==> config.mk <==
export PLATFORM = sky130hd
export DESIGN_NAME = vrc_ctrl
export DESIGN_NICKNAME = d
export VERILOG_FILES = /design/src/vrc_pkg.sv /design/src/vrc_ctrl.sv
export SDC_FILE = /design/constraint.sdc
export NUM_CORES = 1
export LEC_CHECK = 0
export ABC_AREA = 1
export BUFFER_PORTS_ARGS = -buffer_cell sky130_fd_sc_hd__buf_4
export CAP_MARGIN = 20
export CORE_MARGIN = 2
export CORE_UTILIZATION = 35
export DETAILED_ROUTE_END_ITERATION = 10
export GPL_TIMING_DRIVEN = 0
export RECOVER_POWER = 50
export SYNTH_ARGS = -nofsm -noshare
export SYNTH_HDL_FRONTEND = slang
export SYNTH_SLANG_ARGS = --single-unit
==> constraint.sdc <==
create_clock -name clk -period 1.1 [get_ports clk]
set_input_delay 0.055 -clock clk [delete_from_list [all_inputs] [get_ports clk]]
set_output_delay 0.055 -clock clk [all_outputs]
set_load 0.02 [all_outputs]
==> src/vrc_pkg.sv <==
// Package for the volume render compositor: item types, control structs,
// fixed-point constants and the 2^x mantissa table. No dependencies.
package vrc_pkg;

  localparam int MAX_SAMPLES    = 1024;
  localparam int EXP_TABLE_BITS = 8;
  localparam int TAB_SIZE       = 1 << EXP_TABLE_BITS;
  localparam int CNT_W          = $clog2(MAX_SAMPLES + 1);
  localparam int DIV_STEPS      = 17;  // quotient bits of the sigmoid divide
  localparam int DIV_CNT_W      = $clog2(DIV_STEPS);

  localparam logic [16:0] LOG2E_Q16   = 17'd94548;
  localparam logic [16:0] ONE_Q16     = 17'd65536;
  localparam logic [15:0] STEP_RESET  = 16'd256;
  localparam logic [15:0] LIMIT_RESET = 16'd64880;

  // configuration register indexes
  localparam logic CFG_STEP_SIZE     = 1'b0;
  localparam logic CFG_OPACITY_LIMIT = 1'b1;

  typedef struct packed {
    logic signed [15:0] density_raw;
    logic signed [15:0] red_raw;
    logic signed [15:0] green_raw;
    logic signed [15:0] blue_raw;
    logic               sample_valid;
    logic               ray_first;
    logic               ray_last;
  } vrc_in_t;

  typedef struct packed {
    logic [15:0] pixel_red;
    logic [15:0] pixel_green;
    logic [15:0] pixel_blue;
    logic [10:0] samples_used;
    logic        stopped_early;
  } vrc_out_t;

  typedef struct packed {
    logic load;
    logic div_load;
    logic div_step;
    logic commit;
  } vrc_cmd_t;

  typedef struct packed {
    logic out_busy;
  } vrc_stat_t;

  typedef logic [TAB_SIZE-1:0][31:0] pow2_tab_t;

  function automatic logic [63:0] isqrt64(input logic [63:0] v);
    logic [63:0] r;
    logic [63:0] b;
    logic [63:0] x;
    r = 64'd0;
    b = 64'd1 << 62;
    x = v;
    for (int i = 0; i < 32; i++) begin
      if (x >= r + b) begin
        x = x - (r + b);
        r = (r >> 1) + b;
      end else begin
        r = r >> 1;
      end
      b = b >> 2;
    end
    return r;
  endfunction

  // tab[k] = 2^(k/TAB_SIZE) in Q.30, from repeated square roots of 2
  function automatic pow2_tab_t build_pow2_tab();
    logic [EXP_TABLE_BITS:0][63:0] roots;
    logic [63:0] acc;
    pow2_tab_t   tab;
    roots[0] = 64'd2 << 30;
    for (int j = 1; j <= EXP_TABLE_BITS; j++) begin
      roots[j] = isqrt64(roots[j-1] << 30);
    end
    for (int k = 0; k < TAB_SIZE; k++) begin
      acc = 64'd1 << 30;
      for (int i = 0; i < EXP_TABLE_BITS; i++) begin
        if (((k >> i) & 1) != 0) begin
          acc = (acc * roots[EXP_TABLE_BITS - i]) >> 30;
        end
      end
      tab[k] = acc[31:0];
    end
    return tab;
  endfunction

  localparam pow2_tab_t POW2_TAB = build_pow2_tab();

endpackage

==> src/vrc_ctrl.sv <==
// Controller for the compositor: sequences the datapath for one item.
// Depends on vrc_pkg.
module vrc_ctrl (
  input  logic              clk,
  input  logic              rst,
  input  logic              in_valid,
  output logic              in_stall,
  input  vrc_pkg::vrc_stat_t stat,
  output vrc_pkg::vrc_cmd_t  cmd
);
  import vrc_pkg::*;

  typedef enum logic [2:0] {
    S_IDLE, S_PIPE, S_DIVLD, S_DIV, S_MUL, S_COMMIT
  } state_t;

  state_t               state;
  logic [DIV_CNT_W-1:0] cnt;

  always_comb begin
    cmd.load     = in_valid && !in_stall;
    cmd.div_load = (state == S_DIVLD);
    cmd.div_step = (state == S_DIV);
    cmd.commit   = (state == S_COMMIT) && !stat.out_busy;
  end

  always_ff @(posedge clk) begin
    if (rst) begin
      state    <= S_IDLE;
      cnt      <= '0;
      in_stall <= 1'b0;
    end else begin
      unique case (state)
        S_IDLE: begin
          if (in_valid) begin
            state    <= S_PIPE;
            cnt      <= '0;
            in_stall <= 1'b1;
          end
        end
        S_PIPE: begin
          // wait here for the front multiplies and the divisor
          if (cnt == DIV_CNT_W'(1)) state <= S_DIVLD;
          cnt <= cnt + 1'b1;
        end
        S_DIVLD: begin
          state <= S_DIV;
          cnt   <= '0;
        end
        S_DIV: begin
          if (cnt == DIV_CNT_W'(DIV_STEPS - 1)) state <= S_MUL;
          cnt <= cnt + 1'b1;
        end
        S_MUL: state <= S_COMMIT;
        S_COMMIT: begin
          if (!stat.out_busy) begin
            state    <= S_IDLE;
            in_stall <= 1'b0;
          end
        end
        default: state <= S_IDLE;
      endcase
    end
  end

endmodule

==> impl_metrics.json, run 1 <==
{
  "ff2ff_setup_slack_ns": -0.14,
  "place.port_buffers": 8,
  "ir_drop_mv": 1.000,
  "dr_total_vias": 589,
  "die_y_um": 45.77,
  "layout_common_cells": "sky130_fd_sc_hd__nand2_1 (22), sky130_fd_sc_hd__buf_4 (11), sky130_fd_sc_hd__nand2_2 (8), sky130_fd_sc_hd__nor2_1 (8)",
  "crit_arrival_ns": 1.40,
  "fp.dieArea_sq_um": 2094,
  "min_period_ns": 1.241,
  "ys_seq_elements": 9,
  "hpwlAfterDp_um": 887,
  "synth.avg_cell_area_sq_um": 6.784,
  "antenna_cells_inserted": 0,
  "initial_drt_markers": 9,
  "leakage_nw": 0.3875,
  "finClkSkew_ns": 0.002658,
  "fin_total_pwr_mw": 1.747,
  "period_share_pct": 112.8,
  "netlist-cell-type-count": 20,
  "failed_checks": "negative hold slack, negative setup slack",
  "drive_above_1_share_pct": 48.18,
  "synth_area_sq_um": 610.6,
  "synthesis.nets": 97,
  "cts_root_buffer": "sky130_fd_sc_hd__clkbuf_4",
  "worst-endpoint-required_ns": 1.26,
  "cts.clk_slew.worst_paths_ns": 0.06,
  "worst_slack_ns": -0.1408,
  "worst_setup_path_end_kind": "register",
  "tightestPinTransition_ns": 0.2458,
  "grt_usage_pct": 13.38,
  "hold_path.class": "in -> reg",
  "total_wire_length_mm": 1.339,
  "global_route.overflow_total": 0,
  "routed_wire_length_per_instance_um": 10.54,
  "worst_hold_path.endpoint": "cnt[1]$_SDFFE_PP0P_",
  "htree_levels": 1,
  "die_width_um": 45.77,
  "status": "finished, violations left",
  "crit-reg2reg-capture": "cnt[2]$_SDFFE_PP0P_",
  "grt_max_degree": 9,
  "cts-buffers-inserted": 3,
  "power_switching_share_pct": 43.98,
  "netSwitchingPower_uw": 768.2,
  "detail_route.drc_violations": 0,
  "num_rows": 15,
  "fin_setup_tns_ns": -0.7406,
  "p_seq_share_pct": 28.8,
  "coreArea_sq_um": 1689,
  "setup.worst_path.class": "reg -> reg",
  "p_comb_share_pct": 55.5,
  "max-slew-margin-rel_pct": 83.69,
  "gpl.final_weighted_congestion": 0.8374,
  "power.density_cell_area_nw_per_um2": 2003,
  "syn_to_final_growth_pct": 42.83,
  "rsz_0062_raised_after_global_routing": "true",
  "reg2reg_from": "cnt[0]$_SDFFE_PP0P_",
  "mostFrequentLayoutCell": "sky130_fd_sc_hd__nand2_1",
  "internal-power_uw": 978.5,
  "cell_count_after_synthesis": 90,
  "netlist_top_cells_area": "sky130_fd_sc_hd__dfxtp_1 (30%), sky130_fd_sc_hd__nand2_1 (14%), sky130_fd_sc_hd__nor2_1 (7.4%)",
  "dp_slack_ns": -0.1182,
  "start_kind": "register",
  "worst_path_maximum_fanout": 3,
  "antenna_left": 0,
  "fin_nets": 118,
  "cts-root-to-sink-buffers": 2,
  "final-hold-violation-count": 2,
  "pwr-share-clk_pct": 15.7,
  "clock_sinks": 9,
  "drv_slew": 0,
  "tritoncts": "done",
  "grt_pass1_wl_mm": 1.973,
  "grt_antenna_before_repair": 0,
  "starting_density_pct": 36.15,
  "max_clock_freq_mhz": 805.9,
  "final_cell_area_sq_um": 872.1,
  "synth_top_cell_by_area": "sky130_fd_sc_hd__dfxtp_1",
  "post-synth-top-area-fraction_pct": 29.51,
  "hp-start": "rst",
  "first_global_vias": 480,
  "insertion_delay_ns": 0.27,
  "dpl_cell_area_sq_um": 696.9,
  "hold_path_depth": 2,
  "setup_viol": 8,
  "synth_sequential_area_ratio_pct": 29.51,
  "ys_warn_count": 0,
  "maxCapViolCount": 0,
  "r2r_worst_path_depth": 5,
  "avgViaCountPerCell": 4.638,
  "io-pin-count": 9,
  "firstDrtPassIters": 4,
  "fin_hold_ws_ns": -0.004318
}
[layout make-up]
cell class	instances	area (sq um)
buffer	2	22.52
tap	17	21.27
fill	152	817.0
clock buffer	4	26.28
sequential	9	191.4
timing repair buffer	16	130.1
inverter	12	52.55
multi-input combinational	67	427.9
[cells by family after synthesis]
| group | synth area share (%) |
|---|---|
| fa+ha+maj | 6.148 |
| simple gates | 41.39 |
| flops | 29.51 |
| xor+xnor | 2.869 |
| compound gates | 9.018 |
| buf+inv | 11.07 |
[metrics by stage]
stage / utilization (%) / hold WS [ns] / std cells
6_report: 51.63 / -0.004318 / 127
5_1_grt: 51.63 / -0.0002215 / 127
4_1_cts: 45.56 / 0.006225 / 120
3_5_place_dp: 41.26 / 0.2810 / 115
3_3_place_gp: 41.26 / 0.2783 / 115
2_1_floorplan: - / 0.1167 / 90
[critical path, cell delays in order, from the launching register on]
cell	delay, ns
sky130_fd_sc_hd__dfxtp_4	0.37
sky130_fd_sc_hd__buf_4	0.14
sky130_fd_sc_hd__ha_1	0.21
sky130_fd_sc_hd__or2_2	0.27
sky130_fd_sc_hd__nand3_1	0.08
sky130_fd_sc_hd__a21oi_1	0.07
[worst max path at each step]
stage	end	cells after the start	from
after global routing	state[1]$_SDFFE_PP0P_	11	cnt[1]$_SDFFE_PP0P_
after floorplan	state[1]$_SDFFE_PP0P_	11	cnt[1]$_SDFFE_PP0P_
after detailed placement	state[0]$_SDFFE_PP0P_	11	cnt[1]$_SDFFE_PP0P_
after CTS	state[0]$_SDFFE_PP0P_	11	cnt[1]$_SDFFE_PP0P_
after global placement	state[1]$_SDFFE_PP0P_	11	cnt[1]$_SDFFE_PP0P_
final	cnt[2]$_SDFFE_PP0P_	5	cnt[0]$_SDFFE_PP0P_
[power groups by stage]
stage                     sequential [mW]  combinational (mW)  clock (mW)
after floorplan                     0.469               0.559           0
after global placement              0.469               0.720           0
after detailed placement            0.470               0.718           0
after CTS                           0.485               0.782       0.265
after global routing                0.510                1.07       0.293
final                               0.502               0.970       0.274
[layer usage]
layer / routed length (um) / GRT usage (%) / part of all wire [%]
met1: 633 / 16.59 / 47
met4: 31 / 8.571 / 2.3
met5: 0 / 0 / 0
met3: 46 / 3.571 / 3.4
met2: 627 / 20.28 / 47
[what timing repair did]
item | 4_1_cts | 5_1_grt
hold endpoints to repair | 0 | 1
gates resized for setup | 10 | 16
pin swaps | 1 | 5
hold buffers | 0 | 1
setup buffers | 1 | 6
endpoints found under the setup margin | 12 | 12
[synth_stat cells]
library cell / n
sky130_fd_sc_hd__a21oi_1: 6
sky130_fd_sc_hd__a21oi_2: 1
sky130_fd_sc_hd__a31oi_1: 1
sky130_fd_sc_hd__buf_6: 2
sky130_fd_sc_hd__dfxtp_1: 9
sky130_fd_sc_hd__ha_1: 3
sky130_fd_sc_hd__inv_1: 10
sky130_fd_sc_hd__inv_2: 2
sky130_fd_sc_hd__nand2_1: 23
sky130_fd_sc_hd__nand2_2: 7
sky130_fd_sc_hd__nand3_1: 3
sky130_fd_sc_hd__nand3_2: 1
sky130_fd_sc_hd__nand4_2: 1
sky130_fd_sc_hd__nor2_1: 12
sky130_fd_sc_hd__nor2_2: 1
sky130_fd_sc_hd__nor2_4: 2
sky130_fd_sc_hd__nor3_1: 1
sky130_fd_sc_hd__o21ai_0: 2
sky130_fd_sc_hd__or2_2: 1
sky130_fd_sc_hd__xor2_1: 2
[state kept, by name, indices dropped and copies added, names as in the netlist]
signal	cells
cnt	5
state	3
in_stall	1
(Power assumes the default switching activity.)
==> run 2, diff against run 1 <==
- GPL_TIMING_DRIVEN: 0 -> not set
==> run 2 against run 1 <==
The flow finishes with violations (negative setup slack). Highest routed layer unchanged. Largest power group unchanged. Clock skew grew 0.0026 ns. Sequential share of layout area shrank 2.0 points. Maximum frequency shrank 3.1%.
==> impl_metrics.json, run 2 (synthesis results as in run 1) <==
{
  "clock_sinks": 9,
  "fin_nets": 126,
  "cts_root_buffer": "sky130_fd_sc_hd__clkbuf_4",
  "ff2ff_setup_slack_ns": -0.18,
  "num_rows": 15,
  "starting_density_pct": 36.15,
  "critical-path-top-cell-by-count": "sky130_fd_sc_hd__nand2_2",
  "tritoncts": "done",
  "place.port_buffers": 8,
  "mostFrequentLayoutCell": "sky130_fd_sc_hd__buf_4",
  "grt_pass1_wl_mm": 2.470,
  "drive_above_1_share_pct": 57.63,
  "seq_area_sq_um": 196.4,
  "top_register": "cnt",
  "cts.clk_slew.worst_paths_ns": 0.07,
  "crit_path_cell_trace": "inv_2 -> ha_4 -> nand2_1 -> inv_1 -> nand2_1 -> nand2_2 -> nand2_2 -> nor2_4 -> nand2_2 -> nand2_2 -> nor2_1",
  "post_layout_nonfiller_instances": 135,
  "min_period_ns": 1.280,
  "critical_path.slowest_cell": "sky130_fd_sc_hd__dfxtp_4",
  "antenna_left": 0,
  "tightestPinTransition_ns": 0.2461,
  "htree_levels": 1,
  "dr_total_vias": 646,
  "largest_reg_flops": 5,
  "worst-endpoint-required_ns": 1.27,
  "max-slew-margin-rel_pct": 83.67,
  "rsz_0062_raised_after_global_routing": "true",
  "cts-buffers-inserted": 3,
  "met1_usage_pct": 21.58,
  "reg2reg_from": "cnt[0]$_SDFFE_PP0P_",
  "firstDrtPassIters": 4,
  "dp_slack_ns": -0.1302,
  "r2r_worst_path_depth": 11,
  "period_share_pct": 116.4,
  "start_kind": "register",
  "crit-reg2reg-capture": "state[1]$_SDFFE_PP0P_",
  "grt_usage_pct": 16.29,
  "crit_path_start": "cnt[0]$_SDFFE_PP0P_",
  "global_route.overflow_total": 0,
  "io-pin-count": 9,
  "leakage_nw": 0.4407,
  "cts-root-to-sink-buffers": 2,
  "max_stage_delay_ns": 0.36,
  "grt_antenna_before_repair": 0,
  "fp.dieArea_sq_um": 2094,
  "final-hold-violation-count": 0,
  "max_clock_freq_mhz": 781.3,
  "layout_common_cells": "sky130_fd_sc_hd__buf_4 (17), sky130_fd_sc_hd__nand2_1 (15), sky130_fd_sc_hd__nand2_2 (13)",
  "grt_max_degree": 8,
  "ir_drop_mv": 1.112,
  "detail_route.drc_violations": 0,
  "power.density_cell_area_nw_per_um2": 1982,
  "hpwlAfterDp_um": 990.8,
  "grt_use_met2_pct": 25.35,
  "drv_slew": 0,
  "hold_path.class": "in -> reg",
  "routed_wire_length_per_instance_um": 11.25,
  "maxCapViolCount": 0,
  "layout_top_registers": "cnt: 5 flops, state: 3 flops, in_stall: 1 flops",
  "initial_drt_markers": 9,
  "gr-max-usage-layer": "met2",
  "status": "finished, violations left",
  "antenna_cells_inserted": 0,
  "worst_setup_path_end_kind": "register",
  "placedCellCount": 124,
  "worst_slack_ns": -0.1800,
  "gpl.final_weighted_congestion": 0.8220,
  "met3_usage_pct": 2.778,
  "setup.worst_path.class": "reg -> reg",
  "timing.critical_path.to": "state[1]$_SDFFE_PP0P_",
  "coreArea_sq_um": 1689,
  "insertion_delay_ns": 0.27,
  "worst_path_maximum_fanout": 5,
  "die_y_um": 45.77,
  "finClkSkew_ns": 0.005263,
  "total_wire_length_mm": 1.519,
  "multi_input_logic_area_sq_um": 469.2,
  "die_width_um": 45.77,
  "fillers": 152,
  "first_global_vias": 609,
  "syn_to_final_growth_pct": 61.07,
  "crit_arrival_ns": 1.45,
  "avgViaCountPerCell": 4.785,
  "setup_viol": 10,
  "failed_checks": "negative setup slack"
}
## run 2: cell type report
| class | count | area share, % |
|---|---|---|
| Multi-Input combinational cell | 67 | 47.71 |
| Timing Repair Buffer | 26 | 22.39 |
| Clock buffer | 4 | 2.672 |
| Sequential cell | 9 | 19.97 |
| Inverter | 12 | 5.089 |
| Tap cell | 17 | 2.163 |
## run 2: stage by stage
stage	hold WS (ns)	instance area (sq um)	TNS (ns)	power (mW)	util, %
after detailed placement	0.2857	757.0	-0.7579	1.278	44.81
final	0.04313	983.4	-0.8700	1.949	58.22
after global placement	0.2802	757.0	-0.5384	1.269	44.81
after global routing	0.05787	983.4	-1.621	2.076	58.22
after floorplan	0.1167	615.6	-0.06606	1.028	-
after CTS	0.05415	860.8	-0.7942	1.690	50.96
## run 2: where the power goes
part	internal, mW	total [mW]	switching (mW)
clock network	0.140	0.277	0.136
logic	0.531	1.12	0.592
registers	0.419	0.549	0.130
total	1.09	1.95	0.859
## run 2: timing repair
item,CTS,global route
resized for setup,14,29
buffers inserted,3,3
hold buffers,1,0
endpoints found under the hold margin,1,0
pin swaps,7,16
setup endpoints to repair,12,12
## run 2: critical path: cells and delay by family (launching register included)
family | cells | cell delay [ns]
fa+ha+maj | 1 | 0.13
buf+inv | 2 | 0.13
flops | 1 | 0.36
simple gates | 8 | 0.56
## run 2: how the worst min path moves through the flow
stage                         from               endpoint  slack (ns)  depth (start not counted)
after floorplan                rst    cnt[1]$_SDFFE_PP0P_        0.12                          1
after global placement         rst  state[2]$_SDFFE_PP0P_        0.28                          2
after detailed placement       rst  state[2]$_SDFFE_PP0P_        0.29                          2
after CTS                 in_valid  in_stall$_SDFFE_PP0P_        0.05                          3
after global routing      in_valid  in_stall$_SDFFE_PP0P_        0.06                          3
final                     in_valid  in_stall$_SDFFE_PP0P_        0.04                          3
## run 2: routing by layer
layer  vias up  share of wire [%]
met5         -                  0
met4         0                1.6
met3         4                3.4
met2        12                 46
met1       297                 49
li1        333                  -
